File: config.mk
export PLATFORM = sky130hd
export DESIGN_NAME = ksrt_rsp
export DESIGN_NICKNAME = d
export VERILOG_FILES = /design/src/hw/rtl/ksrt_pkg.sv /design/src/hw/rtl/ksrt_rsp.sv
export SDC_FILE = /design/constraint.sdc
export NUM_CORES = 1
export LEC_CHECK = 0
export ABC_CLOCK_PERIOD_IN_PS = 2950
export BUFFER_PORTS_ARGS = -buffer_cell sky130_fd_sc_hd__buf_2
export CAP_MARGIN = 20
export CORE_MARGIN = 3
export CORE_UTILIZATION = 30
export DETAILED_ROUTE_END_ITERATION = 12
export GPL_TIMING_DRIVEN = 0
export PLACE_DENSITY = 0.62
export SLEW_MARGIN = 25
export SYNTH_ARGS = -nofsm -noshare
export SYNTH_HDL_FRONTEND = slang
export SYNTH_SLANG_ARGS = --single-unit
File: constraint.sdc
create_clock -name clock -period 2.95 [get_ports clock]
set_clock_uncertainty 0.15 [all_clocks]
set_input_delay 0.59 -clock clock [delete_from_list [all_inputs] [get_ports clock]]
set_output_delay 0.59 -clock clock [all_outputs]
set_load 0.02 [all_outputs]
File: src/hw/rtl/ksrt_pkg.sv
// Shared constants and types of the keyed score record table.
`timescale 1ns / 1ps
package ksrt_pkg;

   localparam int DEPTH   = 1024;
   localparam int ADDR_W  = $clog2(DEPTH);
   localparam int CNT_W   = ADDR_W + 1;
   localparam int CMD_W   = 2;
   localparam int KEY_W   = 30;
   localparam int SCORE_W = 20;
   localparam int TOTAL_W = 22;
   localparam int STAT_W  = 2;
   localparam int RANK_W  = 11;

   // Division by three: x * ceil(2^23 / 3) >> 23 is exact for any 22-bit x
   localparam int RECIP_SH = TOTAL_W + 1;
   localparam int PROD_W   = 2 * TOTAL_W;
   localparam logic [TOTAL_W-1:0] RECIP = TOTAL_W'(((64'd1 << RECIP_SH) + 64'd2) / 64'd3);

   // Command codes
   localparam logic [CMD_W-1:0] CMD_ADD    = 2'd0;
   localparam logic [CMD_W-1:0] CMD_DELETE = 2'd1;
   localparam logic [CMD_W-1:0] CMD_SEARCH = 2'd2;
   localparam logic [CMD_W-1:0] CMD_RANK   = 2'd3;

   // Status codes
   localparam logic [STAT_W-1:0] STAT_OK        = 2'd0;
   localparam logic [STAT_W-1:0] STAT_NOT_FOUND = 2'd1;
   localparam logic [STAT_W-1:0] STAT_FULL      = 2'd2;

   typedef struct packed {
      logic [KEY_W-1:0]   key;
      logic [SCORE_W-1:0] science;
      logic [SCORE_W-1:0] math;
      logic [SCORE_W-1:0] english;
      logic [TOTAL_W-1:0] total;
   } record_type;

   typedef struct packed {
      logic              wr_en;
      logic [ADDR_W-1:0] wr_addr;
      record_type        wr_data;
      logic              rd_en;
      logic [ADDR_W-1:0] rd_addr;
   } mem_req_type;

   typedef struct packed {
      logic [STAT_W-1:0]  status;
      logic [SCORE_W-1:0] found_english;
      logic [SCORE_W-1:0] found_math;
      logic [SCORE_W-1:0] found_science;
      logic [TOTAL_W-1:0] found_total;
      logic [SCORE_W-1:0] found_average;
      logic [RANK_W-1:0]  rank_english;
      logic [RANK_W-1:0]  rank_math;
      logic [RANK_W-1:0]  rank_science;
      logic [RANK_W-1:0]  rank_total;
   } result_type;

endpackage

File: src/hw/rtl/ksrt_rsp.sv
// Result output register between the sequencer and the rsp channel.
`timescale 1ns / 1ps
module ksrt_rsp (
   input  logic                 clock,
   input  logic                 reset,
   input  logic                 res_valid,
   input  ksrt_pkg::result_type res,
   output logic                 res_take,
   output logic                 rsp_valid,
   input  logic                 rsp_ready,
   output ksrt_pkg::result_type rsp_data
);
   import ksrt_pkg::*;

   logic       valid_ff, valid_in;
   result_type data_ff;

   // load when the slot is empty or is being emptied
   assign res_take = res_valid && (!valid_ff || rsp_ready);

   always_comb begin
      valid_in = valid_ff;
      if (res_take) begin
         valid_in = 1'b1;
      end else if (rsp_ready) begin
         valid_in = 1'b0;
      end
   end

   always_ff @(posedge clock) begin
      if (reset) begin
         valid_ff <= 1'b0;
      end else begin
         valid_ff <= valid_in;
      end
   end

   always_ff @(posedge clock) begin
      if (res_take) begin
         data_ff <= res;
      end
   end

   assign rsp_valid = valid_ff;
   assign rsp_data  = data_ff;

endmodule

# Word-level counts from Yosys, hierarchy flattened
# Cells that the tools add are included.
# totals
ff_bits,149
input_bits,152
wordCells,17
# classes
muxes,2
n_reduce_logical,4
# op_table
cell,n
two-way mux 1 bit,2
nonzero test 2 bit,1
logical AND 1 bit,1
logical NOT 1 bit,1
logical OR 1 bit,1

# Longest topological paths before layout
# Gate-level depths: netlist of run 1.
# depth
depth_word,4
depth_mapped,2
depth_no_buf,2

# Worst setup path after synthesis of run 1
# No wires, ideal clock.
# synth_timing
path_kind,input -> output
from,input rsp_ready
to,output res_take
t_arrival_ns,1.833
required_ns,2.210
setup_slack_ns,0.377
cell_stages,2
path_cell_list,nand2b_4 > and2_4
# synth_between
elab_chain_len,2
# synth_rtl
item,line,text
"start, declared",ksrt_rsp.sv:10,"input logic rsp_ready,"
logical OR 1 bit,ksrt_rsp.sv:19,assign res_take = res_valid && (!valid_ff || rsp_ready);
logical AND 1 bit,ksrt_rsp.sv:19,
"end, declared",ksrt_rsp.sv:8,"output logic res_take,"
# Every way passes these cells.

# Worst setup path after layout of run 1
# layout_timing
from,"register valid_ff, in the netlist rsp_valid"
to,output res_take
# layout_between
elab_chain_len,3
# layout_rtl
item,line,text
"start, declared",ksrt_rsp.sv:15,"logic valid_ff, valid_in;"
"start signal, assigned",ksrt_rsp.sv:34,valid_ff <= valid_in;
logical NOT 1 bit,ksrt_rsp.sv:19,
logical OR 1 bit,ksrt_rsp.sv:19,
logical AND 1 bit,ksrt_rsp.sv:19,
# Every way passes these cells.

==> results of run 1 <==
-- where the power goes --
| part | total [uW] | internal, uW | leakage (uW) | switching, uW |
|---|---|---|---|---|
| Sequential | 2510 | 2480 | 0.00144 | 28.8 |
| Clock | 2140 | 1330 | 0.000284 | 817 |
| Combinational | 441 | 160 | 0.00124 | 281 |
-- sequential cells by signal, indices dropped and copies added (netlist names) --
signal	cells
rsp_valid	1
rsp_data	148
-- cell families after synthesis --
group / count (synthesis) / share of synthesized area
simple gates: 2 / 0.005005
flops: 149 / 0.9922
buf+inv: 1 / 0.0008335
compound gates: 1 / 0.001947
-- Yosys cell counts --
cell type / count
edfxtp_1: 148
and2_4: 1
inv_1: 1
dfxtp_1: 1
a21oi_2: 1
nand2b_4: 1
-- layer usage --
metal / up-vias / track usage
met1: 1280 / 0.1320
met4: 0 / 0.06929
met2: 204 / 0.2001
met5: - / 0
li1: 1270 / -
met3: 14 / 0.07763
-- path summary, 6_finish.rpt --
path | slack, ns | end
max reg2reg | 1.09 | rsp_data[132]$_DFFE_PP_
max | 0.49 | res_take
min reg2reg | 0.38 | rsp_valid$_SDFFE_PP0P_
min | 0.17 | rsp_valid$_SDFFE_PP0P_
-- area by class of cell --
type | count | area, sq um
Fill cell | 1272 | 7694
Sequential cell | 149 | 4464
Timing Repair Buffer | 304 | 1574
Clock buffer | 19 | 432.9
Tap cell | 184 | 230.2
Clock inverter | 13 | 158.9
Multi-Input combinational cell | 3 | 31.28
Inverter | 1 | 3.754
-- through the flow --
step                setup slack (ns)  hold slack (ns)    util
finish                        0.4949           0.1721  0.4726
global route                  0.3966           0.1554  0.4726
detailed placement            0.5442           0.3864  0.4321
floorplan                     0.3771           0.4154       -
CTS                           0.4447           0.1529  0.4726
global placement             -0.3928           0.3884  0.4274
==> flow_summary.toml, run 1 <==
[floorplanning]
num_rows = 44
core_area_sq_um = 14590
die_y_microns = 128.5
start_util = 0.3084
ios = 302
dieArea_sq_um = 16500
die_width_microns = 128.5

[detailed_routing]
ant_nets = 0
drt-wirelength-per-cell_microns = 16.21
routed.top_layer = "met4"
drc = 0
met2_length_microns = 5215
vias = 2768
wl_met3_microns = 1749
met1_length_microns = 3739
routed_wl_microns = 10910
drt-initial-drc-count = 115
avgViaCountPerCell = 4.113
dr.pass1.iters = 3

[logic_synthesis]
syn_inst = 153
yosysTopAreaCell = "edfxtp_1"
yosys.cell_types.count = 6
synth-seq-cells = 149
synth_top_area_share = 0.9878
syn_avg_cell_area_sq_um = 29.41
synth_area_sq_um = 4499
seq_area_frac_synth = 0.9922
synth_area_leaders = "edfxtp_1 99%, dfxtp_1 0.44%, nand2b_4 0.31%, a21oi_2 0.19%, and2_4 0.19%"
synth_nets = 305
yosys_warnings = 0

[critical_path]
crit_path_end_kind = "output port"
crit_slowest_cell = "dfxtp_1"
cpLargestDelayFamily = "buffers and inverters"
r2r_start = "rsp_valid$_SDFFE_PP0P_"
crit_chain = "nand2b_4 > and2_4 > buf_12 > buf_2"
crit_path_start = "rsp_valid$_SDFFE_PP0P_"
crit_cells = 4
critical_path_arrival_ns = 1.72
crit_path_start_kind = "flop"
r2r_cells = 4
criticalPathCategory = "flop to output port"
crit_fanout = 37
crit_required_ns = 2.21
cp_slowest_stage_delay_ns = 0.35
cp_num_buf_inv = 2

[final_layout]
fin_cells = 673
antennaDiodeCount = 0
final_common_cell = "buf_2"
stdcell_area_sq_um = 6895
final_cell_mix = "301 x buf_2, 148 x edfxtp_1, 17 x clkbuf_16"
drive_above_1_share = 0.6871
nets = 628
area_growth_pct = 53.25

[grt]
grt.overflow.total = 0
antenna_found_initial = 0
track_usage = 0.1272
grt_pass1_vias = 2887
grt_pass1_wl_microns = 15250
grt_max_degree = 54

[timing]
timing.fmax_mhz = 407.3
finalCriticalPeriod_ns = 2.455
slew_headroom = 0.7767
fin_crit_sh = 0.8322
hold_violations = 0
fin_tns_setup_ns = 0
worst_pin_slew_ns = 0.3350
rsz0062_at_grt = "false"
setup_viol = 0
slew_viol_final = 0

[pwr]
leakage_uw = 0.002960
power.density_nw_per_um2 = 738.2
ir_worst_vdd_v = 0.0004323
power_uw = 5090

[clock_network]
clock-sinks = 149
cts-root-buf = "clkbuf_16"
clk_latency_ns = 0.42
htreeDepth = 4
post-cts-setup-buffers = 0
cts_tree = "done"
cts_buffers = 17
ctsHoldBuffers = 0
cts_repair_resize_count = 0
cts_buffer_depth = 2
clkTransAtPathRegs_ns = 0.06

[place]
place_congestion = 0.7276
io_buffers = 301
hpwl_microns = 8359
dpl.cell_count = 641
placed_area_sq_um = 6304

[hold_path]
holdCritStartpoint = "reset"
hold_path_class = "input port to flop"
min_path_cells = 2

[run_status]
outcome = "finished clean"

[run]
cap_viol_max_count = 0
Power figures use the tool's default switching activity.
==> inputs of run 2 (changes only) <==
--- a/config.mk
+++ b/config.mk
@@ -5,7 +5,7 @@
 export SDC_FILE = /design/constraint.sdc
 export NUM_CORES = 1
 export LEC_CHECK = 0
-export ABC_CLOCK_PERIOD_IN_PS = 2950
+export ABC_CLOCK_PERIOD_IN_PS = 2400
 export BUFFER_PORTS_ARGS = -buffer_cell sky130_fd_sc_hd__buf_2
 export CAP_MARGIN = 20
 export CORE_MARGIN = 3
==> constraint.sdc (replaced) <==
create_clock -name clock -period 2.4 [get_ports clock]
set_clock_uncertainty 0.15 [all_clocks]
set_input_delay 0.48 -clock clock [delete_from_list [all_inputs] [get_ports clock]]
set_output_delay 0.48 -clock clock [all_outputs]
set_load 0.02 [all_outputs]
==> run 2 against run 1 <==
Against the previous run: utilization is 0.051 points higher; global-route usage unchanged; via count grew 0.29%; sequential cell count unchanged; critical path depth is the same; final cell count grew 0.15%; count of clock-buffer cells in the layout unchanged; sequential power up 23%; hold slack got worse by 0.11 ns; highest routed layer unchanged; clock power increased by 23%; final area up 0.11%.
==> flow_summary.toml, run 2 (same netlist as run 1, synthesis figures left out) <==
[critical_path]
crit_end = "res_take"
r2r_start = "rsp_valid$_SDFFE_PP0P_"
criticalPathCategory = "flop to output port"
crit_required_ns = 1.77
crit_path_end_kind = "output port"
critical_path_arrival_ns = 1.62
r2r_setup_slack_ns = 0.64
r2r-end = "rsp_data[132]$_DFFE_PP_"
crit_fanout = 37
crit_path_start_kind = "flop"
crit_path_start = "rsp_valid$_SDFFE_PP0P_"
r2r_cells = 4

[grt]
grt.overflow.total = 0
grt_pass1_vias = 2887
met1_usage = 0.1320
track_usage = 0.1272
antenna_found_initial = 0
grt_max_degree = 54
grtUsageMet3 = 0.07763
use_met2 = 0.2001
grt_pass1_wl_microns = 15250
grt-busiest-layer = "met2"

[floorplanning]
die_y_microns = 128.5
num_rows = 44
start_util = 0.3084
core_area_sq_um = 14590
die_width_microns = 128.5
ios = 302
dieArea_sq_um = 16500

[timing]
worst_pin_slew_ns = 0.2723
finalCriticalPeriod_ns = 2.249
slew_viol_final = 0
setup_viol = 0
slew_headroom = 0.8185
fin_tns_setup_ns = 0
rsz0062_at_grt = "false"
fin_crit_sh = 0.9372
worst_slack_ns = 0.1506
timing.fmax_mhz = 444.6
hold_violations = 0

[place]
dp_slack_ns = 0.2142
place_congestion = 0.7276
io_buffers = 301
hpwl_microns = 8359
dpl.cell_count = 641
placed_area_sq_um = 6304

[final_layout]
final_cell_mix = "301 x buf_2, 148 x edfxtp_1, 17 x clkbuf_16"
fill_cells = 1271
largest_register_ffs = 148
drive_above_1_share = 0.6878
final_util = 0.4732
fin_cells = 674
area_growth_pct = 53.42
antennaDiodeCount = 0
nets = 629
final_common_cell = "buf_2"
stdcell_area_sq_um = 6903

[clock_network]
cts_tree = "done"
htreeDepth = 4
clk_latency_ns = 0.42
clkTransAtPathRegs_ns = 0.06
cts_buffer_depth = 2
post-cts-setup-buffers = 0
cts-root-buf = "clkbuf_16"
clock-sinks = 149
cts_buffers = 17

[pwr]
leakage_uw = 0.002963
power.density_nw_per_um2 = 906.7
netSwitchingPower_uw = 1387
pwr-share-seq = 0.492
power.share.switching = 0.2215
intPower_uw = 4872
ir_worst_vdd_v = 0.0005313
combPwrFrac = 0.087
power_frac_clock = 0.421

[detailed_routing]
routed_wl_microns = 11010
ant_nets = 0
drt-wirelength-per-cell_microns = 16.33
vias = 2776
drt-initial-drc-count = 114
dr.pass1.iters = 4
drc = 0
avgViaCountPerCell = 4.119

[hold_path]
min_path_cells = 2
hold_path_class = "input port to flop"

[run]
cap_viol_max_count = 0

[run_status]
outcome = "finished clean"
run 2: stage by stage:
| step | total power, uW | hold slack [ns] |
|---|---|---|
| after floorplan | 3389 | 0.3924 |
| after global placement | 3666 | 0.3884 |
| after detailed placement | 3690 | 0.3864 |
| after CTS | 6347 | 0.04290 |
| after global routing | 6498 | 0.04539 |
| final | 6259 | 0.06310 |
run 2: layout make-up:
class | instances | area, sq um | share of cell area
multi-input cells | 4 | 38.79 | 0.005619
inverters | 1 | 3.754 | 0.0005438
well taps | 184 | 230.2 | 0.03335
clock buffers | 19 | 432.9 | 0.06272
repair buffers | 304 | 1574 | 0.2280
clock inverters | 13 | 158.9 | 0.02302
flip-flops and latches | 149 | 4464 | 0.6467
run 2: worst min path at each step:
stage | start | endpoint
after floorplan | reset | rsp_valid$_SDFFE_PP0P_
after global placement | rsp_valid$_SDFFE_PP0P_ | rsp_valid$_SDFFE_PP0P_
after detailed placement | rsp_valid$_SDFFE_PP0P_ | rsp_valid$_SDFFE_PP0P_
after CTS | reset | rsp_valid$_SDFFE_PP0P_
after global routing | reset | rsp_valid$_SDFFE_PP0P_
final | reset | rsp_valid$_SDFFE_PP0P_
run 2: repair_timing:
| action | in CTS | in global routing |
|---|---|---|
| hold buffers | 0 | 0 |
| endpoints found under the setup margin | 0 | 1 |
| endpoints found under the hold margin | 0 | 0 |
| resized for setup | 0 | 0 |
run 2: power by group through the flow:
stage                     Sequential [uW]  Clock [uW]  Combinational [uW]
final                                3080        2630                 544
after global routing                 3090        2820                 583
after CTS                            3080        2710                 553
after detailed placement             3140           0                 553
after global placement               3140           0                 527
after floorplan                      3340           0                50.6
run 2: layer usage:
layer  wire length [microns]  up-vias
met4                     202        0
met1                    3799     1281
met5                       0        -
met2                    5248      208
met3                    1757       14
li1                        -     1273
run 2: critical path: stages (launching register included):
cell      delay (ns)
dfxtp_1         0.35
nand2b_4        0.10
and2_4          0.27
buf_12          0.26
buf_2           0.20
