### src/hw/rtl/ksrt_pkg.sv
// Shared constants and types of the keyed score record table.
`timescale 1ns / 1ps
package ksrt_pkg;

   localparam int DEPTH   = 1024;
   localparam int ADDR_W  = $clog2(DEPTH);
   localparam int CNT_W   = ADDR_W + 1;
   localparam int CMD_W   = 2;
   localparam int KEY_W   = 30;
   localparam int SCORE_W = 20;
   localparam int TOTAL_W = 22;
   localparam int STAT_W  = 2;
   localparam int RANK_W  = 11;

   // Division by three: x * ceil(2^23 / 3) >> 23 is exact for any 22-bit x
   localparam int RECIP_SH = TOTAL_W + 1;
   localparam int PROD_W   = 2 * TOTAL_W;
   localparam logic [TOTAL_W-1:0] RECIP = TOTAL_W'(((64'd1 << RECIP_SH) + 64'd2) / 64'd3);

   // Command codes
   localparam logic [CMD_W-1:0] CMD_ADD    = 2'd0;
   localparam logic [CMD_W-1:0] CMD_DELETE = 2'd1;
   localparam logic [CMD_W-1:0] CMD_SEARCH = 2'd2;
   localparam logic [CMD_W-1:0] CMD_RANK   = 2'd3;

   // Status codes
   localparam logic [STAT_W-1:0] STAT_OK        = 2'd0;
   localparam logic [STAT_W-1:0] STAT_NOT_FOUND = 2'd1;
   localparam logic [STAT_W-1:0] STAT_FULL      = 2'd2;

   typedef struct packed {
      logic [KEY_W-1:0]   key;
      logic [SCORE_W-1:0] science;
      logic [SCORE_W-1:0] math;
      logic [SCORE_W-1:0] english;
      logic [TOTAL_W-1:0] total;
   } record_type;

   typedef struct packed {
      logic              wr_en;
      logic [ADDR_W-1:0] wr_addr;
      record_type        wr_data;
      logic              rd_en;
      logic [ADDR_W-1:0] rd_addr;
   } mem_req_type;

   typedef struct packed {
      logic [STAT_W-1:0]  status;
      logic [SCORE_W-1:0] found_english;
      logic [SCORE_W-1:0] found_math;
      logic [SCORE_W-1:0] found_science;
      logic [TOTAL_W-1:0] found_total;
      logic [SCORE_W-1:0] found_average;
      logic [RANK_W-1:0]  rank_english;
      logic [RANK_W-1:0]  rank_math;
      logic [RANK_W-1:0]  rank_science;
      logic [RANK_W-1:0]  rank_total;
   } result_type;

endpackage

### src/hw/rtl/ksrt_ctrl.sv
// Command sequencer: append, scan with rank counting, shift-down on delete and average on search hit.
`timescale 1ns / 1ps
module ksrt_ctrl (
   input  logic                         clock,
   input  logic                         reset,
   input  logic                         req_valid,
   output logic                         req_ready,
   input  logic [ksrt_pkg::CMD_W-1:0]   req_cmd,
   input  logic [ksrt_pkg::KEY_W-1:0]   req_key,
   input  logic [ksrt_pkg::SCORE_W-1:0] req_english_score,
   input  logic [ksrt_pkg::SCORE_W-1:0] req_math_score,
   input  logic [ksrt_pkg::SCORE_W-1:0] req_science_score,
   output ksrt_pkg::mem_req_type        mem_req,
   input  ksrt_pkg::record_type         rd_data,
   output logic                         res_valid,
   output ksrt_pkg::result_type         res,
   input  logic                         res_take
);
   import ksrt_pkg::*;

   typedef enum logic [5:0] {
      ST_IDLE  = 6'b000001,
      ST_SCAN  = 6'b000010,
      ST_SHIFT = 6'b000100,
      ST_DIV   = 6'b001000,
      ST_AVG   = 6'b010000,
      ST_DONE  = 6'b100000
   } state_type;

   state_type          state_ff, state_in;
   logic [CNT_W-1:0]   count_ff, count_in;
   logic [CMD_W-1:0]   cmd_ff, cmd_in;
   logic [KEY_W-1:0]   key_ff, key_in;
   logic [SCORE_W-1:0] eng_ff, eng_in;
   logic [SCORE_W-1:0] math_ff, math_in;
   logic [SCORE_W-1:0] sci_ff, sci_in;
   logic [TOTAL_W-1:0] tot_ff, tot_in;
   logic [CNT_W-1:0]   idx_ff, idx_in;
   logic               pend_ff, pend_in;
   logic [ADDR_W-1:0]  pidx_ff, pidx_in;
   logic [PROD_W-1:0]  prod_ff, prod_in;
   result_type         res_ff, res_in;
   logic               issue;
   logic               hit;

   assign issue = (idx_ff < count_ff);
   assign hit   = pend_ff && (rd_data.key == key_ff) && (cmd_ff != CMD_RANK);

   // next-state logic
   always_comb begin
      state_in = state_ff;
      count_in = count_ff;
      cmd_in   = cmd_ff;
      key_in   = key_ff;
      eng_in   = eng_ff;
      math_in  = math_ff;
      sci_in   = sci_ff;
      tot_in   = tot_ff;
      idx_in   = idx_ff;
      pend_in  = pend_ff;
      pidx_in  = pidx_ff;
      prod_in  = prod_ff;
      res_in   = res_ff;
      mem_req  = '0;

      case (state_ff)
         ST_IDLE: begin
            if (req_valid) begin
               cmd_in  = req_cmd;
               key_in  = req_key;
               eng_in  = req_english_score;
               math_in = req_math_score;
               sci_in  = req_science_score;
               tot_in  = TOTAL_W'(req_english_score) + TOTAL_W'(req_math_score)
                         + TOTAL_W'(req_science_score);
               res_in  = '0;
               res_in.rank_english = RANK_W'(1);
               res_in.rank_math    = RANK_W'(1);
               res_in.rank_science = RANK_W'(1);
               res_in.rank_total   = RANK_W'(1);
               idx_in  = '0;
               pend_in = 1'b0;
               if (req_cmd == CMD_ADD) begin
                  if (count_ff >= CNT_W'(DEPTH)) begin
                     res_in.status = STAT_FULL;
                  end else begin
                     mem_req.wr_en           = 1'b1;
                     mem_req.wr_addr         = count_ff[ADDR_W-1:0];
                     mem_req.wr_data.key     = req_key;
                     mem_req.wr_data.english = req_english_score;
                     mem_req.wr_data.math    = req_math_score;
                     mem_req.wr_data.science = req_science_score;
                     mem_req.wr_data.total   = tot_in;
                     count_in                = count_ff + CNT_W'(1);
                  end
                  state_in = ST_DONE;
               end else if (count_ff == '0) begin
                  if (req_cmd != CMD_RANK) begin
                     res_in.status = STAT_NOT_FOUND;
                  end
                  state_in = ST_DONE;
               end else begin
                  state_in = ST_SCAN;
               end
            end
         end

         // walk the records in order, one read issued per cycle
         ST_SCAN: begin
            if (pend_ff && cmd_ff == CMD_RANK) begin
               if (rd_data.english > eng_ff)
                  res_in.rank_english = res_ff.rank_english + RANK_W'(1);
               if (rd_data.math > math_ff)
                  res_in.rank_math = res_ff.rank_math + RANK_W'(1);
               if (rd_data.science > sci_ff)
                  res_in.rank_science = res_ff.rank_science + RANK_W'(1);
               if (rd_data.total > tot_ff)
                  res_in.rank_total = res_ff.rank_total + RANK_W'(1);
            end
            if (hit) begin
               pend_in = 1'b0;
               if (cmd_ff == CMD_SEARCH) begin
                  res_in.found_english = rd_data.english;
                  res_in.found_math    = rd_data.math;
                  res_in.found_science = rd_data.science;
                  res_in.found_total   = rd_data.total;
                  state_in             = ST_DIV;
               end else begin
                  idx_in   = CNT_W'(pidx_ff) + CNT_W'(1);
                  state_in = ST_SHIFT;
               end
            end else begin
               if (issue) begin
                  mem_req.rd_en   = 1'b1;
                  mem_req.rd_addr = idx_ff[ADDR_W-1:0];
                  pidx_in         = idx_ff[ADDR_W-1:0];
                  idx_in          = idx_ff + CNT_W'(1);
                  pend_in         = 1'b1;
               end else begin
                  pend_in = 1'b0;
               end
               if (!issue && !pend_ff) begin
                  if (cmd_ff != CMD_RANK) begin
                     res_in.status = STAT_NOT_FOUND;
                  end
                  state_in = ST_DONE;
               end
            end
         end

         // move each later record down by one place
         ST_SHIFT: begin
            if (pend_ff) begin
               mem_req.wr_en   = 1'b1;
               mem_req.wr_addr = pidx_ff - ADDR_W'(1);
               mem_req.wr_data = rd_data;
            end
            if (issue) begin
               mem_req.rd_en   = 1'b1;
               mem_req.rd_addr = idx_ff[ADDR_W-1:0];
               pidx_in         = idx_ff[ADDR_W-1:0];
               idx_in          = idx_ff + CNT_W'(1);
               pend_in         = 1'b1;
            end else begin
               pend_in = 1'b0;
            end
            if (!issue && !pend_ff) begin
               count_in = count_ff - CNT_W'(1);
               state_in = ST_DONE;
            end
         end

         // average = total / 3 by reciprocal multiply
         ST_DIV: begin
            prod_in  = PROD_W'(res_ff.found_total) * PROD_W'(RECIP);
            state_in = ST_AVG;
         end

         ST_AVG: begin
            res_in.found_average = prod_ff[RECIP_SH +: SCORE_W];
            state_in             = ST_DONE;
         end

         ST_DONE: begin
            if (res_take) begin
               state_in = ST_IDLE;
            end
         end

         default: begin
            state_in = ST_IDLE;
         end
      endcase
   end

   // control registers
   always_ff @(posedge clock) begin
      if (reset) begin
         state_ff <= ST_IDLE;
         count_ff <= '0;
         pend_ff  <= 1'b0;
      end else begin
         state_ff <= state_in;
         count_ff <= count_in;
         pend_ff  <= pend_in;
      end
   end

   // payload registers
   always_ff @(posedge clock) begin
      cmd_ff  <= cmd_in;
      key_ff  <= key_in;
      eng_ff  <= eng_in;
      math_ff <= math_in;
      sci_ff  <= sci_in;
      tot_ff  <= tot_in;
      idx_ff  <= idx_in;
      pidx_ff <= pidx_in;
      prod_ff <= prod_in;
      res_ff  <= res_in;
   end

   assign req_ready = (state_ff == ST_IDLE);
   assign res_valid = (state_ff == ST_DONE);
   assign res       = res_ff;

`ifndef SYNTH
   a_count_bound: assert property (@(posedge clock) disable iff (reset)
      count_ff <= CNT_W'(DEPTH))
      else $error("record count beyond table depth");

   a_no_rw_collision: assert property (@(posedge clock) disable iff (reset)
      (mem_req.wr_en && mem_req.rd_en) |-> (mem_req.wr_addr != mem_req.rd_addr))
      else $error("read and write to the same entry in one cycle");

   a_pend_in_range: assert property (@(posedge clock) disable iff (reset)
      (pend_ff && (state_ff == ST_SCAN || state_ff == ST_SHIFT))
      |-> (CNT_W'(pidx_ff) < count_ff))
      else $error("pending read beyond stored records");

   a_shift_shrinks: assert property (@(posedge clock) disable iff (reset)
      (state_ff == ST_SHIFT && state_in == ST_DONE) |=> (count_ff == $past(count_ff) - CNT_W'(1)))
      else $error("delete did not shrink the table");
`endif

endmodule

### config.mk
export PLATFORM = sky130hd
export DESIGN_NAME = ksrt_ctrl
export DESIGN_NICKNAME = d
export VERILOG_FILES = /design/src/hw/rtl/ksrt_pkg.sv /design/src/hw/rtl/ksrt_ctrl.sv
export SDC_FILE = /design/constraint.sdc
export NUM_CORES = 1
export LEC_CHECK = 0
export BUFFER_PORTS_ARGS = -buffer_cell sky130_fd_sc_hd__buf_2
export CORE_MARGIN = 4
export CORE_UTILIZATION = 44
export CTS_CLUSTER_DIAMETER = 150
export DETAILED_ROUTE_END_ITERATION = 10
export PLACE_DENSITY = 0.66
export REMOVE_ABC_BUFFERS = 1
export SYNTH_ARGS = -nofsm -noshare
export SYNTH_HDL_FRONTEND = slang
export SYNTH_SLANG_ARGS = --single-unit
### constraint.sdc
create_clock -name clock -period 17.3 [get_ports clock]
set_clock_uncertainty 0.1 [all_clocks]
set_input_delay 0.865 -clock clock [delete_from_list [all_inputs] [get_ports clock]]
set_output_delay 0.865 -clock clock [all_outputs]
set_load 0.005 [all_outputs]
Yosys cells after proc, flatten, opt, wreduce, memory -nomap -nowiden
Cells that the tools add are included.
- bits in registers: 344
- input bits: 208
- output and inout port bits: 284
- logic and storage cells: 144
- add/sub/neg operators: 11
- $mul: 1
- $lt $le $gt $ge: 6
- equal/unequal tests: 27
- muxes and demuxes: 51
- reductions and logical operators: 26
- operators with widths (cell ; number):
    $mux W123 ; 4
    $pmux W123 S2 ; 1
    $pmux W84 S2 ; 1
    $mux W82 ; 2
    $mux W11 ; 14
    $mux W148 ; 1
    $pmux W44 S2 ; 1
    $add A11 B1 Y11 const B ; 6
    $gt A20 B20 Y1 ; 3
    $mux W44 ; 1
    $pmux W11 S2 ; 2
    $mul A22 B22 Y43 const B ; 1
    $pmux W20 S2 ; 1
    $mux W6 ; 6
    $pmux W6 S6 ; 1
    $pmux W11 S3 ; 1
    $eq A30 B30 Y1 ; 1
    $ne A2 B2 Y1 const B ; 15
    $add A21 B20 Y22 ; 1
    $gt A22 B22 Y1 ; 1
    $add A20 B20 Y21 ; 1
    $mux W10 ; 2
    $pmux W10 S2 ; 1
    $reduce_and A4 Y1 ; 5
    27 further kinds ; 49

Logic depth before layout (Yosys ltp)
- depth in word-level cells: 6
- depth in mapped cells: 24
- depth with buffers taken out: 24

Worst setup path after synthesis
No wires, ideal clock.
- path type: flip-flop to flip-flop
- start: register res_ff, in the netlist res[79]
- end: register prod_ff[36], data pin
- setup time: 0.266 ns
- arrival: 6.009 ns
- required time: 16.934 ns
- path slack: 10.925 ns
- cell stages (with the launch flop): 23
- path buffers: 0
- period minus slack after synthesis: 6.375 ns
- path through: edfxtp_1 > ha_1 > inv_1 > fa_1 > fa_1 > inv_1 > fa_1 > fa_1 > fa_1 > inv_1 > fa_1 > inv_1 > ha_1 > a21oi_1 > nand2_1 > nor4_1 > o2111ai_1 > nand2_1 > nor3_1 > o21ai_0 > a21boi_0 > o41ai_1 > xnor2_1
- word-level cells in the longest chain between the ends: 1
- RTL lines (item ; line ; source):
    start: declaration ; ksrt_ctrl.sv:42 ; result_type res_ff, res_in;
    start signal: assignment ; ksrt_ctrl.sv:220 ; res_ff <= res_in;
    $mul A22 B22 Y43 ; ksrt_ctrl.sv:175 ; prod_in = PROD_W'(res_ff.found_total) * PROD_W'(RECIP);
    end signal: assignment ; ksrt_ctrl.sv:219 ; prod_ff <= prod_in;
    end: declaration ; ksrt_ctrl.sv:41 ; logic [PROD_W-1:0] prod_ff, prod_in;
No other way between the ends.
A chain may end at the register's enable or synchronous reset.

Worst setup path in the final report
- start: register res_ff, in the netlist res[77]
- end: register prod_ff[42], data pin
Same word-level chain as after synthesis.

==> impl_metrics.yaml <==
global_routing:
  antenna_found_initial: 3
  overflow: 0
  grt_pass1_vias: 19844
  grt_pass1_wl_mm: 121.8
  grt.total_usage: 0.2548
  grt_max_degree: 100
floorplan:
  core_um2: 57700
  dieArea_um2: 62150
  placementRows: 88
  fp.dieW_um: 249.3
  start_util: 0.4441
  fp.dieH_um: 249.3
  io_pins: 492
routing:
  wire_per_inst_um: 22.82
  vias_per_cell: 5.354
  vias: 19092
  ant_nets: 0
  drt_wl_total_mm: 81.37
  drt-initial-drc-count: 1230
  firstDrtPassIters: 6
  drc: 0
cts:
  numCtsBuffers: 38
  root_buffer: "clkbuf_16"
  cts.sinks: 321
  cts_setup_buffers: 0
  h-tree-depth: 2
  holdBufCountCts: 0
  cts_tree: "built"
  cts_resized: 0
  clk_pin_slew_worst_paths_ns: 0.06
  clock_latency_ns: 0.56
  ctsLongestPathBuffers: 3
yosys:
  synth-edff-count: 303
  ys_async_sr_fraction: 0
  syn_area_um2: 25620
  synth-seq-cells: 321
  synth_top_area_share: 0.3551
  syn_avg_cell_area_um2: 11.23
  syn_inst: 2282
  synth_cell_types: 68
  synth-seq-area-share: 0.3692
  synth_ff_type: "edfxtp_1"
  synth_top_area_cell: "edfxtp_1"
  synthTopCellsByArea: "edfxtp_1, ha_1, fa_1"
  ys_warn_count: 0
sta:
  hold_viol: 0
  setup_viol: 0
  fin_crit_sh: 0.4277
  rsz0062_at_grt: "no"
  worst_pin_slew_ns: 1.278
  fin_setup_tns_ns: 0
  relSlewSlack: 0.1481
  fmax_mhz: 135.2
  drv_slew: 0
  period_needed_ns: 7.399
placement:
  port_buffers: 491
  place_congestion: 0.9892
  dp_hpwl_mm: 66.99
hold_path:
  hold_class: "primary input to flip-flop"
status:
  status: "completed"
critical_path:
  end_kind: "flip-flop"
  critPathArrivalTime_ns: 7.59
  cp-start-kind: "flip-flop"
  worstPathRequired_ns: 17.49
  path_class: "flip-flop to flip-flop"
  cp_max_fo: 7
final_layout:
  fin_nets: 3510
  final_common_cell: "buf_2"
  layout_common_cells: "buf_2, inv_1, ha_1"
  area_delta_synth_final_pct: 17.83
  fillers: 5227
  drive_gt1_frac: 0.2060
run:
  drv_cap: 0
==> path summary, 6_finish.rpt <==
check | cells after the start | slack [ns] | startpoint | end
max | 22 | 9.90 | res[77] | prod_ff[42]
min | 1 | 0.40 | req_key[28] | key_ff[28]
max reg2reg | 22 | 9.90 | res[77] | prod_ff[42]
min reg2reg | 1 | 0.42 | prod_ff[38] | res[59]
==> synthesized netlist by cell type (5+ instances only) <==
library cell,number
nand3_1,36
clkbuf_1,41
a211oi_1,10
edfxtp_1,303
a21o_1,48
a21oi_1,66
and3_1,21
o21bai_1,6
or2_2,8
o22ai_1,13
nor3_1,21
and2_1,115
inv_1,419
fa_1,195
a31oi_1,8
xnor2_1,86
dfxtp_1,18
nand3b_1,5
buf_2,6
nor2b_1,19
nand4_1,34
nand2b_1,16
ha_1,336
xor2_1,58
mux2i_1,9
nor4_1,11
a22o_1,108
nor2_1,97
nand2_1,63
o21ai_0,50
==> worst max-delay path: stages, from the launching register on <==
cell and delay [ns]:
edfxtp_1 0.54, ha_1 0.41, inv_1 0.13, fa_1 0.45, fa_1 0.49, inv_1 0.05
fa_1 0.56, fa_1 0.46, fa_1 0.57, inv_1 0.06, fa_1 0.53, inv_1 0.05
ha_1 0.31, a211oi_1 0.08, o21ai_0 0.09, o2111ai_1 0.18, a311oi_1 0.33, nand2_1 0.22
nor3_1 0.54, o21ai_0 0.35, a21oi_1 0.28, nor2_1 0.11, a211o_1 0.26
==> cell families after synthesis <==
kind of cell,count (synthesis),share of synthesized area
fa+ha+maj,531,0.3165
buf+inv,472,0.06974
simple gates,464,0.09699
compound gates,341,0.09489
flops,321,0.3692
xor+xnor,144,0.04923
mux,9,0.003516
==> layer usage <==
layer | vias to the layer above | wire [um] | GRT usage
li1 | 8792 | - | -
met2 | 607 | 40820 | 0.4490
met5 | - | 0 | 0
met3 | 126 | 4785 | 0.04124
met4 | 0 | 2763 | 0.07635
met1 | 9567 | 33000 | 0.3238
==> through the flow <==
stage	setup WS (ns)	std cells	cell area [um^2]	utilization	hold slack (ns)
4_1_cts	9.978	3561	30180	0.5231	0.3668
3_3_place_gp	10.08	3496	28940	0.5016	0.4012
5_1_grt	9.540	3563	30180	0.5231	0.3719
6_report	9.901	3566	30190	0.5233	0.3990
2_1_floorplan	9.708	2231	25410	-	0.3967
3_5_place_dp	9.984	3496	28940	0.5016	0.4124
==> flip-flops by register name, indices dropped and copies added (netlist names), 20 cells and up <==
signal	cells
sci_ff	20
key_ff	30
res	148
math_ff	20
prod_ff	20
tot_ff	22
eng_ff	20
==> cell type report <==
class	instances	area, um^2	area share
Antenna cell	5	12.51	0.0004144
Clock buffer	45	998.5	0.03307
Clock inverter	20	240.2	0.007957
Inverter	421	1583	0.05243
Multi-Input combinational cell	1489	14420	0.4775
Sequential cell	321	9459	0.3133
Tap cell	765	957.2	0.03170
Timing Repair Buffer	500	2525	0.08363
Power is left out: the tool's default activity adds up to more than one toggle a clock period on the data nets, which glitch-free logic cannot reach.
